[src/imufps_pkg.sv]
// Package for the IMU frame parser and scaler: frame layout, channel codes,
// register map and reset values. Used by imu_frame_parser_scaler.
package imufps_pkg;

	localparam int FRAME_BYTES_DEF     = 34;
	localparam int SYNC_RUN_LENGTH_DEF = 4;

	localparam logic [7:0] SYNC_BYTE = 8'hFF;

	localparam logic [5:0] POS_MSG_ID    = 6'd0;
	localparam logic [5:0] POS_TIMER_HI  = 6'd3;
	localparam logic [5:0] POS_TIMER_LO  = 6'd4;
	localparam logic [5:0] POS_CHAN_LO   = 6'd9;
	localparam logic [5:0] POS_CHAN_HI   = 6'd32;
	localparam logic [4:0] CHAN_POS_BIAS = 5'd3;

	localparam logic [3:0] CH_MSG_ID  = 4'd0;
	localparam logic [3:0] CH_TIMER   = 4'd1;
	localparam logic [3:0] CH_GYRO_Z  = 4'd4;
	localparam logic [3:0] CH_ACCEL_Z = 4'd7;
	localparam logic [3:0] CH_MAG_Z   = 4'd10;
	localparam logic [3:0] CH_TEMP_Z  = 4'd13;

	localparam logic [2:0] REG_GYRO_GAIN   = 3'd0;
	localparam logic [2:0] REG_ACCEL_GAIN  = 3'd1;
	localparam logic [2:0] REG_MAG_GAIN    = 3'd2;
	localparam logic [2:0] REG_TEMP_GAIN   = 3'd3;
	localparam logic [2:0] REG_TEMP_OFFSET = 3'd4;

	localparam logic [19:0]        GYRO_GAIN_RST   = 20'd230400;
	localparam logic [19:0]        ACCEL_GAIN_RST  = 20'd1536;
	localparam logic [19:0]        MAG_GAIN_RST    = 20'd730;
	localparam logic [19:0]        TEMP_GAIN_RST   = 20'd304762;
	localparam logic signed [23:0] TEMP_OFFSET_RST = 24'sd1638400;

	localparam logic signed [29:0] SCALED_MAX = 30'sd67108863;
	localparam logic signed [29:0] SCALED_MIN = -30'sd67108864;

	typedef enum logic [2:0] {
		KIND_PLAIN,
		KIND_GYRO,
		KIND_ACCEL,
		KIND_MAG,
		KIND_TEMP
	} kind_t;

	typedef struct packed {
		logic [3:0]  channel;
		logic [15:0] word;
		kind_t       kind;
	} stage_t;

endpackage

[src/imu_frame_parser_scaler.sv]
// IMU frame parser and scaler: sync hunt, frame capture and Q16 scaling.
// Depends on imufps_pkg.
//
//   channel   dir  width  fields (lowest bit first)
//   s_*       in   8      tdata: rx_byte
//   m_*       out  48     tdata: raw_word[15:0], scaled_value[42:16]; tuser: channel;
//                         tlast: frame_last
//   APB       in   32     gyro_gain, accel_gain, mag_gain, temp_gain, temp_offset
//
// One byte per cycle is accepted unless both stages are full and the output stalls.
// Stage 1 parses the byte, stage 2 does the 16x21 multiply, shift, offset and clamp.
// Reset clears the parser and the pipeline valid bits and loads register defaults.
// A stalled output holds both stages; s_tready drops only when both are full.
module imu_frame_parser_scaler
	import imufps_pkg::*;
#(
	parameter int FRAME_BYTES     = FRAME_BYTES_DEF,
	parameter int SYNC_RUN_LENGTH = SYNC_RUN_LENGTH_DEF
) (
	input  logic        clk,
	input  logic        arst_n,
	input  logic        s_tvalid,
	output logic        s_tready,
	input  logic [7:0]  s_tdata,   // rx_byte
	output logic        m_tvalid,
	input  logic        m_tready,
	output logic [47:0] m_tdata,   // raw_word, scaled_value, zero pad
	output logic [3:0]  m_tuser,   // channel
	output logic        m_tlast,   // frame_last
	input  logic        psel,
	input  logic        penable,
	input  logic        pwrite,
	input  logic [4:0]  paddr,
	input  logic [31:0] pwdata,
	output logic [31:0] prdata,
	output logic        pready
);

	localparam logic [2:0] SYNC_LEN   = 3'(SYNC_RUN_LENGTH);
	localparam logic [6:0] FRAME_LEN  = 7'(FRAME_BYTES);

	logic [19:0]        gyro_gain_q, accel_gain_q, mag_gain_q, temp_gain_q;
	logic signed [23:0] temp_offset_q;

	logic [2:0] sync_run_q;
	logic       in_frame_q;
	logic [5:0] pos_q;
	logic [7:0] held_q;

	logic   valid_s1;
	stage_t data_s1;
	logic   valid_s2;
	logic [47:0] tdata_s2;
	logic [3:0]  tuser_s2;
	logic        tlast_s2;

	logic   out_free, advance_s1, accept;
	logic   emit;
	stage_t item;
	logic [2:0] run_next;
	logic [6:0] pos_next;
	logic [4:0] chan_wide;

	logic [19:0]        gain_sel;
	logic signed [15:0] raw_s;
	logic signed [20:0] gain_s;
	logic signed [36:0] prod;
	logic signed [29:0] sum;
	logic signed [29:0] offset_ext;
	logic signed [26:0] scaled;

	// configuration port
	assign pready = 1'b1;

	always_ff @(posedge clk or negedge arst_n) begin
		if (!arst_n) begin
			gyro_gain_q   <= GYRO_GAIN_RST;
			accel_gain_q  <= ACCEL_GAIN_RST;
			mag_gain_q    <= MAG_GAIN_RST;
			temp_gain_q   <= TEMP_GAIN_RST;
			temp_offset_q <= TEMP_OFFSET_RST;
		end else if (psel && penable && pwrite && pready) begin
			unique case (paddr[4:2])
				REG_GYRO_GAIN:   gyro_gain_q   <= pwdata[19:0];
				REG_ACCEL_GAIN:  accel_gain_q  <= pwdata[19:0];
				REG_MAG_GAIN:    mag_gain_q    <= pwdata[19:0];
				REG_TEMP_GAIN:   temp_gain_q   <= pwdata[19:0];
				REG_TEMP_OFFSET: temp_offset_q <= $signed(pwdata[23:0]);
				default: ;
			endcase
		end
	end

	always_comb begin
		unique case (paddr[4:2])
			REG_GYRO_GAIN:   prdata = {12'b0, gyro_gain_q};
			REG_ACCEL_GAIN:  prdata = {12'b0, accel_gain_q};
			REG_MAG_GAIN:    prdata = {12'b0, mag_gain_q};
			REG_TEMP_GAIN:   prdata = {12'b0, temp_gain_q};
			REG_TEMP_OFFSET: prdata = {{8{temp_offset_q[23]}}, temp_offset_q};
			default:         prdata = 32'b0;
		endcase
	end

	// handshake
	assign out_free   = !valid_s2 || m_tready;
	assign advance_s1 = valid_s1 && out_free;
	assign s_tready   = !valid_s1 || out_free;
	assign accept     = s_tvalid && s_tready;

	// stage 1: parse
	assign run_next  = sync_run_q + 3'd1;
	assign pos_next  = {1'b0, pos_q} + 7'd1;
	assign chan_wide = pos_q[5:1] - CHAN_POS_BIAS;

	always_comb begin
		emit         = 1'b0;
		item.channel = CH_MSG_ID;
		item.word    = {8'b0, s_tdata};
		item.kind    = KIND_PLAIN;
		if (in_frame_q) begin
			if (pos_q == POS_MSG_ID) begin
				emit = 1'b1;
			end else if (pos_q == POS_TIMER_LO) begin
				emit         = 1'b1;
				item.channel = CH_TIMER;
				item.word    = {held_q, s_tdata};
			end else if (pos_q >= POS_CHAN_LO && pos_q <= POS_CHAN_HI && !pos_q[0]) begin
				emit         = 1'b1;
				item.channel = chan_wide[3:0];
				item.word    = {held_q, s_tdata};
				priority if (item.channel <= CH_GYRO_Z)  item.kind = KIND_GYRO;
				else if (item.channel <= CH_ACCEL_Z)     item.kind = KIND_ACCEL;
				else if (item.channel <= CH_MAG_Z)       item.kind = KIND_MAG;
				else                                     item.kind = KIND_TEMP;
			end
		end
	end

	always_ff @(posedge clk or negedge arst_n) begin
		if (!arst_n) begin
			sync_run_q <= 3'd0;
			in_frame_q <= 1'b0;
			pos_q      <= 6'd0;
			held_q     <= 8'd0;
		end else if (accept) begin
			if (!in_frame_q) begin
				if (s_tdata == SYNC_BYTE) begin
					if (run_next >= SYNC_LEN) begin
						in_frame_q <= 1'b1;
						pos_q      <= 6'd0;
						sync_run_q <= 3'd0;
					end else begin
						sync_run_q <= run_next;
					end
				end else begin
					sync_run_q <= 3'd0;
				end
			end else begin
				if (pos_q == POS_TIMER_HI ||
				    (pos_q >= POS_CHAN_LO && pos_q <= POS_CHAN_HI && pos_q[0])) begin
					held_q <= s_tdata;
				end
				if (pos_next >= FRAME_LEN) begin
					in_frame_q <= 1'b0;
					pos_q      <= 6'd0;
				end else begin
					pos_q <= pos_next[5:0];
				end
			end
		end
	end

	always_ff @(posedge clk or negedge arst_n) begin
		if (!arst_n) begin
			valid_s1 <= 1'b0;
		end else if (s_tready) begin
			valid_s1 <= accept && emit;
		end
	end

	always_ff @(posedge clk) begin
		if (accept && emit) begin
			data_s1 <= item;
		end
	end

	// stage 2: scale
	always_comb begin
		unique case (data_s1.kind)
			KIND_GYRO:  gain_sel = gyro_gain_q;
			KIND_ACCEL: gain_sel = accel_gain_q;
			KIND_MAG:   gain_sel = mag_gain_q;
			KIND_TEMP:  gain_sel = temp_gain_q;
			default:    gain_sel = 20'd0;
		endcase
	end

	assign raw_s      = $signed(data_s1.word);
	assign gain_s     = $signed({1'b0, gain_sel});
	assign prod       = raw_s * gain_s;
	assign offset_ext = (data_s1.kind == KIND_TEMP) ?
	                    {{6{temp_offset_q[23]}}, temp_offset_q} : 30'sd0;
	assign sum        = {prod[36], prod[36:8]} + offset_ext;

	always_comb begin
		if (data_s1.kind == KIND_PLAIN)
			scaled = $signed({11'b0, data_s1.word});
		else if (sum > SCALED_MAX)
			scaled = SCALED_MAX[26:0];
		else if (sum < SCALED_MIN)
			scaled = SCALED_MIN[26:0];
		else
			scaled = sum[26:0];
	end

	always_ff @(posedge clk or negedge arst_n) begin
		if (!arst_n) begin
			valid_s2 <= 1'b0;
		end else if (out_free) begin
			valid_s2 <= valid_s1;
		end
	end

	always_ff @(posedge clk) begin
		if (advance_s1) begin
			tdata_s2 <= {5'b0, scaled, data_s1.word};
			tuser_s2 <= data_s1.channel;
			tlast_s2 <= (data_s1.channel == CH_TEMP_Z);
		end
	end

	assign m_tvalid = valid_s2;
	assign m_tdata  = tdata_s2;
	assign m_tuser  = tuser_s2;
	assign m_tlast  = tlast_s2;

`ifndef SYNTHESIS
	a_last_on_temp_z: assert property (@(posedge clk) disable iff (!arst_n)
		m_tvalid && m_tlast |-> m_tuser == CH_TEMP_Z)
		else $error("frame_last on a channel other than temperature z");

	a_hunt_at_start: assert property (@(posedge clk) disable iff (!arst_n)
		!in_frame_q |-> pos_q == 6'd0)
		else $error("byte position not cleared while hunting");

	a_s1_held: assert property (@(posedge clk) disable iff (!arst_n)
		valid_s1 && !out_free |=> valid_s1 && $stable(data_s1))
		else $error("stage 1 item lost while output stalled");

	a_plain_value: assert property (@(posedge clk) disable iff (!arst_n)
		m_tvalid && (m_tuser == CH_MSG_ID || m_tuser == CH_TIMER) |->
		m_tdata[42:16] == {11'b0, m_tdata[15:0]})
		else $error("id or timer value not equal to raw word");

	a_no_sync_count_in_frame: assert property (@(posedge clk) disable iff (!arst_n)
		in_frame_q |-> sync_run_q == 3'd0)
		else $error("sync run counting inside a frame");
`endif

endmodule

[config.mk]
export PLATFORM = sky130hd
export DESIGN_NAME = imu_frame_parser_scaler
export DESIGN_NICKNAME = d
export VERILOG_FILES = /design/src/imufps_pkg.sv /design/src/imu_frame_parser_scaler.sv
export SDC_FILE = /design/constraint.sdc
export NUM_CORES = 1
export LEC_CHECK = 0
export BUFFER_PORTS_ARGS = -buffer_cell sky130_fd_sc_hd__buf_2
export CAP_MARGIN = 20
export CORE_ASPECT_RATIO = 0.9
export CORE_MARGIN = 5
export CORE_UTILIZATION = 30
export DETAILED_ROUTE_END_ITERATION = 10
export PLACE_DENSITY = 0.48
export SYNTH_ARGS = -nofsm -noshare
export SYNTH_HDL_FRONTEND = slang
export SYNTH_SLANG_ARGS = --single-unit
[constraint.sdc]
create_clock -name clk -period 26.3 [get_ports clk]
set_input_delay 5.26 -clock clk [delete_from_list [all_inputs] [get_ports clk]]
set_output_delay 5.26 -clock clk [all_outputs]
set_load 0.02 [all_outputs]
Word-level counts from Yosys, hierarchy flattened

Cells that the tools add are included.
Widths: inputs -> output; s select.

Bits in registers: 195
Logic and storage cells: 111

Bitwise logic cells: 2
Reduce and logical (&&, ||, !) cells: 32
Order comparisons: 9
Muxes and demuxes: 28
Equal/unequal tests: 12
Add/sub/neg operators: 4
$mul: 1

Operators with widths:

| cell                 | count |
|---|---|
| $pmux 32 s5          | 1 |
| $pmux 20 s4          | 1 |
| $mul 16x21->37       | 1 |
| $add 30x30->30       | 1 |
| $gt 30x27->1 const B | 1 |
| $lt 30x27->1 const B | 1 |
| $mux 30              | 1 |
| $mux 27              | 1 |
| $mux 26              | 1 |
| $mux 6               | 4 |
| $mux 11              | 2 |
| $mux 20              | 1 |
| $mux 3               | 6 |
| $mux 17              | 1 |
| $mux 16              | 1 |
| $eq 3x2->1 const B   | 4 |
| $reduce_and 2->1     | 6 |
| $eq 8x8->1 const B   | 1 |
| $le 4x3->1 const B   | 2 |
| $logic_and 1x1->1    | 8 |
| $mux 1               | 8 |
| $add 6x1->7 const B  | 1 |
| $ge 7x6->1 const B   | 1 |
| $eq 3x1->1 const B   | 2 |
| other kinds (21)     | 31 |

Logic depth before layout (Yosys ltp)

Gate-level depths: netlist of run 1.

Depth in word-level cells: 9
Gate-level depth with buffers: 43

Least setup slack after synthesis of run 1

OpenSTA, ideal clock, no wires.

Path type: input-to-output
From: input port paddr[3]
To: output port prdata[24]
Setup slack: 14.251 ns
Stages: 5
Path buffers: 3
Arrival: 6.789 ns
Cell sequence: clkbuf_1 > nor3b_1 > clkbuf_1 > and2_1 > buf_4

Longest elaborated chain between the ends: 2

RTL lines:

| item                                     | line                          | source |
|---|---|---|
| from (decl)                              | imu_frame_parser_scaler.sv:33 | `input logic [4:0] paddr,` |
| $eq 3x3->1, or another cell as far along | imu_frame_parser_scaler.sv:95 | `unique case (paddr[4:2])` |
| $pmux 32 s5 *                            | imu_frame_parser_scaler.sv:95 |  |
| to (decl)                                | imu_frame_parser_scaler.sv:35 | `output logic [31:0] prdata,` |

Every way passes the cells marked *; elsewhere a longest branch is shown, timed or not.

Worst setup path in the final report of run 1

From: input port paddr[3]
To: output port prdata[5]

Same word-level chain as after synthesis.

==> flow_metrics.py, run 1 <==
metrics = {
    "job": {
        "drv_cap": 0,
    },
    "clocking": {
        "cts_root_buffer": "sky130_fd_sc_hd__clkbuf_16",
        "cts.htree.levels": 4,
        "numCtsBuffers": 17,
        "ctsResizeCount": 0,
        "cts.clk_slew.worst_paths_ns": 0.07,
        "cts.repair_timing.setup_buffer_count": 0,
        "clock_path_buffers": 2,
        "cts_num_sinks": 195,
        "ctsHoldBuffers": 0,
        "cts_tree": "done",
        "source_to_sink_clock_delay_at_the_later_pin_of_the_worst_skew_pair_ns": 0.51,
    },
    "yosys": {
        "synth_area_sq_mm": 0.0210,
        "synth_cells": 2091,
        "synth.yosys.warnings": 0,
        "part_of_the_yosys_area_used_for_sequential_elements_pct": 25.1,
        "async_flop_share_pct": 63.6,
        "post_synth_num_cell_types": 75,
        "synth.ff_latch_count": 195,
        "syn_avg_cell_area_sq_um": 10.0,
        "number_of_flops_mapped_to_enable_cells_by_yosys": 71,
        "synth_ff_type": "sky130_fd_sc_hd__dfrtp_1",
    },
    "detailed_routing": {
        "drt_iter0_markers": 789,
        "detail_route.first_pass.iterations": 5,
        "routed_wl_mm": 60.9,
        "drt-wirelength-per-cell_um": 19.5,
        "remaining_drc_errors": 0,
        "drt-vias-per-instance": 4.89,
        "ant_nets": 0,
        "via_count": 15200,
    },
    "finish": {
        "mostFrequentLayoutCell": "sky130_fd_sc_hd__inv_1",
        "finalNonFillerCells": 3115,
        "most-common-layout-cells": "sky130_fd_sc_hd__inv_1 (334), sky130_fd_sc_hd__fa_1 (250), sky130_fd_sc_hd__nand2_1 (190)",
        "post-route-util_pct": 33.4,
        "layout.nets": 2627,
        "num_antenna_cells": 0,
        "synthToLayoutAreaGrowth_pct": 10.9,
        "post_route_cells_drive_above_1_share_pct": 16.8,
    },
    "placement": {
        "gp_congestion": 0.825,
        "dp.final_hpwl_mm": 44.4,
        "numPortBuffers": 123,
        "dp.cells": 3082,
    },
    "min_path": {
        "hold_path.class": "reg2reg",
    },
    "timing": {
        "grt_setup_unrepaired": "no",
        "finalMaxSlewViolations": 0,
        "post-route-period-util_pct": 47.0,
        "maxSlewHeadroom_pct": 22.8,
        "final_period_demand_of_the_worst_path_ns": 12.36,
        "final-hold-violation-count": 0,
        "max_slew.worst_pin.slew_ns": 1.16,
        "whs_ns": 0.457,
        "finalClockSkew_ns": 0.0282,
        "max_freq_mhz": 80.9,
        "setup_total_negative_slack_ns": 0,
        "timing.final.setup_violations": 0,
    },
    "global_route": {
        "grt_pass1_vias": 16400,
        "grt.overflow.total": 0,
        "grt_start_max_net_pins": 71,
        "number_of_antenna_violations_at_the_first_check_in_global_routing": 3,
        "wire_length_of_the_first_global_routing_pass_mm": 96.8,
        "total_global_route_track_usage_pct": 16.7,
    },
    "floorplan": {
        "floorplan.initialDensity_pct": 30.1,
        "floorplan.io_pins": 140,
        "num_rows": 92,
        "die_area_sq_mm": 0.0753,
        "fp.dieW_um": 289,
        "coreArea_sq_mm": 0.0696,
        "die_extent_in_y_um": 261,
    },
    "worst_setup_path": {
        "worst_setup_end_kind": "primary output",
        "worst_setup_path_endpoint": "prdata[5]",
        "reg2regPathDepth": 33,
        "critical_path.startpoint": "paddr[3]",
        "cp.arrival_ns": 7.10,
        "required_ns": 21.04,
        "timing.critical_path.from_type": "primary input",
        "critPathKind": "in2out",
        "r2r-end": "m_tdata[27]$_DFFE_PP_",
        "r2r_startpoint": "data_s1[1]$_SDFFCE_PP0P_",
        "timing.reg2reg.setup_slack_ns": 14.54,
        "worstPathMaxFanout": 26,
    },
    "status": {
        "run_status": "completed",
    },
}
[metrics by stage]
stage                     area (sq um)  setup slack (ns)
final                            23300             13.94
after global routing             23300             13.83
after floorplan                  21000             14.25
after detailed placement         22600             13.93
after CTS                        23300             13.93
after global placement           22600             13.97
[how the worst min path moves through the flow]
stage	cells past startpoint	endpoint	slack, ns	start
floorplan	0	m_tuser[2]$_DFFE_PP_	0.42	data_s1[21]$_SDFFCE_PP0P_
global placement	0	m_tuser[3]$_DFFE_PP_	0.44	data_s1[22]$_SDFFCE_PP0P_
detailed placement	0	m_tuser[2]$_DFFE_PP_	0.44	data_s1[21]$_SDFFCE_PP0P_
CTS	0	m_tuser[2]$_DFFE_PP_	0.46	data_s1[21]$_SDFFCE_PP0P_
global route	0	m_tuser[3]$_DFFE_PP_	0.47	data_s1[22]$_SDFFCE_PP0P_
finish	0	m_tuser[2]$_DFFE_PP_	0.46	data_s1[21]$_SDFFCE_PP0P_
[sequential cells by signal, indices dropped and copies added (netlist names), 8 cells and up]
| name | count |
|---|---|
| gyro_gain_q | 20 |
| m_tdata | 43 |
| accel_gain_q | 20 |
| mag_gain_q | 20 |
| temp_gain_q | 20 |
| raw_s | 16 |
| held_q | 8 |
| temp_offset_q | 24 |
[layer usage]
| metal | GRT usage [%] | vias to the layer above | part of all wire, % |
|---|---|---|---|
| met5 | 0 | - | 0.041 |
| met4 | 3.93 | 4 | 1.8 |
| met3 | 3.15 | 78 | 5.0 |
| met2 | 27.2 | 359 | 47 |
| met1 | 23.0 | 7852 | 47 |
| li1 | - | 6936 | - |
[cell families after synthesis]
family,count (synthesis),share of synthesized area (%)
buf+inv,448,8.32
other cells,2,0.0358
flops,195,25.1
fa+ha+maj,413,33.6
mux,135,7.14
simple gates,558,13.6
xor+xnor,59,2.46
compound gates,281,9.80
[worst max-delay path, stage by stage]
cell                      delay, ns
sky130_fd_sc_hd__buf_2         0.70
sky130_fd_sc_hd__nor3b_2       0.31
sky130_fd_sc_hd__buf_4         0.36
sky130_fd_sc_hd__a221o_1       0.27
sky130_fd_sc_hd__buf_2         0.19
[synth_stat cells (all sizes together) (3+ instances only)]
cell	n	area share, %
a21oi	50	1.2
o31ai	5	0.23
xor2	25	1.0
nor2b	37	1.1
nor3b	5	0.18
dfstp	25	3.1
nor2	72	1.3
a221o	41	2.0
a31oi	11	0.33
and4bb	4	0.24
a22oi	26	0.93
edfxtp	71	10
or2	4	0.12
mux2	115	6.2
nand3	15	0.36
o21ai	61	1.5
dfrtp	99	12
ha	163	9.7
a211oi	3	0.19
a41oi	4	0.20
o21a	6	0.21
a22o	6	0.25
mux2i	20	0.95
and2	172	5.1
nand2b	20	0.60
nor3	12	0.29
fa	250	24
buf	24	0.74
and3	7	0.21
nand4	10	0.30
o21bai	4	0.14
xnor2	34	1.4
nand2	190	3.4
a21o	37	1.3
a221oi	6	0.25
clkbuf	89	1.6
inv	334	6.0
[layout make-up]
type / count / area [sq um]
well taps: 940 / 1180
fillers: 7185 / 46400
inverters: 335 / 1260
multi-input cells: 1452 / 14000
flip-flops and latches: 195 / 5270
clock buffers: 20 / 467
repair buffers: 161 / 911
clock inverters: 12 / 143
Power of run 1 is left out: the tool's default activity adds up to more than one toggle a clock period on the data nets, which glitch-free logic cannot reach.
==> run 2, diff against run 1 <==
==> constraint.sdc (replaced) <==
create_clock -name clk -period 12.93 [get_ports clk]
set_input_delay 2.586 -clock clk [delete_from_list [all_inputs] [get_ports clk]]
set_output_delay 2.586 -clock clk [all_outputs]
set_load 0.02 [all_outputs]
==> flow_metrics.py, run 2 (synthesized netlist as in run 1, its figures left out) <==
metrics = {
    "status": {
        "run_status": "completed",
    },
    "timing": {
        "finalClockSkew_ns": 0.0225,
        "timing.final.setup_violations": 0,
        "max_slew.worst_pin.slew_ns": 1.13,
        "final_period_demand_of_the_worst_path_ns": 11.90,
        "maxSlewHeadroom_pct": 25.0,
        "post-route-period-util_pct": 92.1,
        "setup_ws_ns": 1.03,
        "setup_total_negative_slack_ns": 0,
        "final-hold-violation-count": 0,
        "finalMaxSlewViolations": 0,
        "max_freq_mhz": 84.0,
        "grt_setup_unrepaired": "no",
    },
    "worst_setup_path": {
        "cp.arrival_ns": 12.14,
        "required_ns": 13.17,
        "critical_path_most_common_cell": "sky130_fd_sc_hd__fa_1",
        "crit_slowest_cell": "sky130_fd_sc_hd__and2_1",
        "critical_path.max_stage_delay_ns": 0.82,
        "worstPathMaxFanout": 18,
        "critPathKind": "reg2reg",
        "timing.critical_path.from_type": "flip-flop",
        "worst_setup_end_kind": "flip-flop",
    },
    "clocking": {
        "ctsHoldBuffers": 0,
        "numCtsBuffers": 17,
        "cts.htree.levels": 4,
        "cts.clk_slew.worst_paths_ns": 0.10,
        "ctsResizeCount": 0,
        "cts_num_sinks": 195,
        "cts.repair_timing.setup_buffer_count": 0,
        "source_to_sink_clock_delay_at_the_later_pin_of_the_worst_skew_pair_ns": 0.52,
        "clock_path_buffers": 2,
        "cts_root_buffer": "sky130_fd_sc_hd__clkbuf_16",
        "cts_tree": "done",
    },
    "placement": {
        "numPortBuffers": 123,
        "postPlaceCellArea_sq_mm": 0.0227,
        "gp_congestion": 0.834,
        "dp.final_hpwl_mm": 45.2,
        "dp_worst_setup_slack_ns": 1.03,
    },
    "min_path": {
        "hold_path.class": "reg2reg",
    },
    "job": {
        "drv_cap": 0,
    },
    "global_route": {
        "grt.overflow.total": 0,
        "grt_start_max_net_pins": 78,
        "grt_pass1_vias": 16300,
        "number_of_antenna_violations_at_the_first_check_in_global_routing": 4,
        "wire_length_of_the_first_global_routing_pass_mm": 95.6,
        "total_global_route_track_usage_pct": 16.5,
    },
    "floorplan": {
        "floorplan.initialDensity_pct": 30.1,
        "floorplan.io_pins": 140,
        "die_extent_in_y_um": 261,
        "fp.dieW_um": 289,
        "die_area_sq_mm": 0.0753,
        "num_rows": 92,
        "coreArea_sq_mm": 0.0696,
    },
    "finish": {
        "layout.nets": 2633,
        "post_route_cells_drive_above_1_share_pct": 17.0,
        "mostFrequentLayoutCell": "sky130_fd_sc_hd__inv_1",
        "synthToLayoutAreaGrowth_pct": 11.2,
        "max_reg_flops": 43,
        "most-common-layout-cells": "sky130_fd_sc_hd__inv_1 (334), sky130_fd_sc_hd__fa_1 (250), sky130_fd_sc_hd__nand2_1 (190)",
        "design_area_sq_mm": 0.0233,
    },
    "detailed_routing": {
        "detail_route.first_pass.iterations": 5,
        "remaining_drc_errors": 0,
        "ant_nets": 0,
        "drt-wirelength-per-cell_um": 19.5,
        "drt-vias-per-instance": 4.86,
        "drt_iter0_markers": 842,
        "routed_wl_mm": 60.8,
        "via_count": 15200,
    },
    "power": {
        "power_per_cell_area_mw_per_mm2": 70.0,
        "vdd.ir_drop.worst_uv": 136,
        "totalPowerFinal_mw": 1.63,
        "p_leak_nw": 11.1,
    },
}
run 2: cell count changes in the layout (fill, tap and decap cells not counted), sizes merged:
| cell | change |
|---|---|
| inv | +2 |
| buf | +6 |
| clkbuf | -2 |
| clkinv | +1 |
| bufinv | -1 |
| diode | +2 |
run 2: final timing paths:
check / startpoint / end / slack [ns] / cells after the start
worst max-delay path: data_s1[2]$_SDFFCE_PP0P_ / m_tdata[27]$_DFFE_PP_ / 1.03 / 33
worst min-delay path: data_s1[20]$_SDFFCE_PP0P_ / m_tuser[1]$_DFFE_PP_ / 0.45 / 0
worst max register to register: data_s1[2]$_SDFFCE_PP0P_ / m_tdata[27]$_DFFE_PP_ / 1.03 / 33
worst min register to register: data_s1[20]$_SDFFCE_PP0P_ / m_tuser[1]$_DFFE_PP_ / 0.45 / 0
max in group asynchronous: arst_n / gyro_gain_q[17]$_DFFE_PN1P_ / 9.71 / 3
min in group asynchronous: arst_n / pos_q[5]$_DFFE_PN0P_ / 2.10 / 1
run 2: critical path, delay by kind of cell (launching register included):
family / cells / cell delay, ns
AO/OA/AOI/OAI: 14 / 3.69
adder cells (fa/ha/maj): 8 / 3.62
XOR/XNOR: 2 / 0.60
flip-flops: 1 / 0.51
buffers and inverters: 3 / 0.48
AND/OR/NAND/NOR: 6 / 2.71
run 2: power breakdown:
part           internal, mW  leakage [nW]  total (mW)  switching, mW
Combinational         0.126          8.57       0.280          0.153
Sequential            0.713          2.22       0.765         0.0524
Clock                 0.285         0.304       0.589          0.304
Total                  1.12          11.1        1.63          0.509
run 2: layout make-up:
type | count | area [sq um]
Clock inverter | 14 | 178
Fill cell | 7136 | 46300
Antenna cell | 2 | 5.00
Clock buffer | 18 | 439
Multi-Input combinational cell | 1452 | 14000
Timing Repair Buffer | 167 | 968
Tap cell | 940 | 1180
Sequential cell | 195 | 5270
Inverter | 335 | 1260
run 2: layer usage:
metal  GRT usage [%]  routed length (um)  up-vias
met3            2.59                2670       62
met5               0                  28        -
met1            22.6               28200     7827
met4            3.88                1010        4
li1                -                   -     6960
met2            27.4               28900      339
run 2: through the flow:
stage               hold slack [ns]  utilization (%)  std cells
CTS                           0.448             33.5       3120
detailed placement            0.429             32.6       3088
finish                        0.447             33.5       3123
floorplan                     0.418                -       2095
global placement              0.438             32.6       3088
global route                  0.460             33.5       3122
Power figures use the tool's default switching activity.
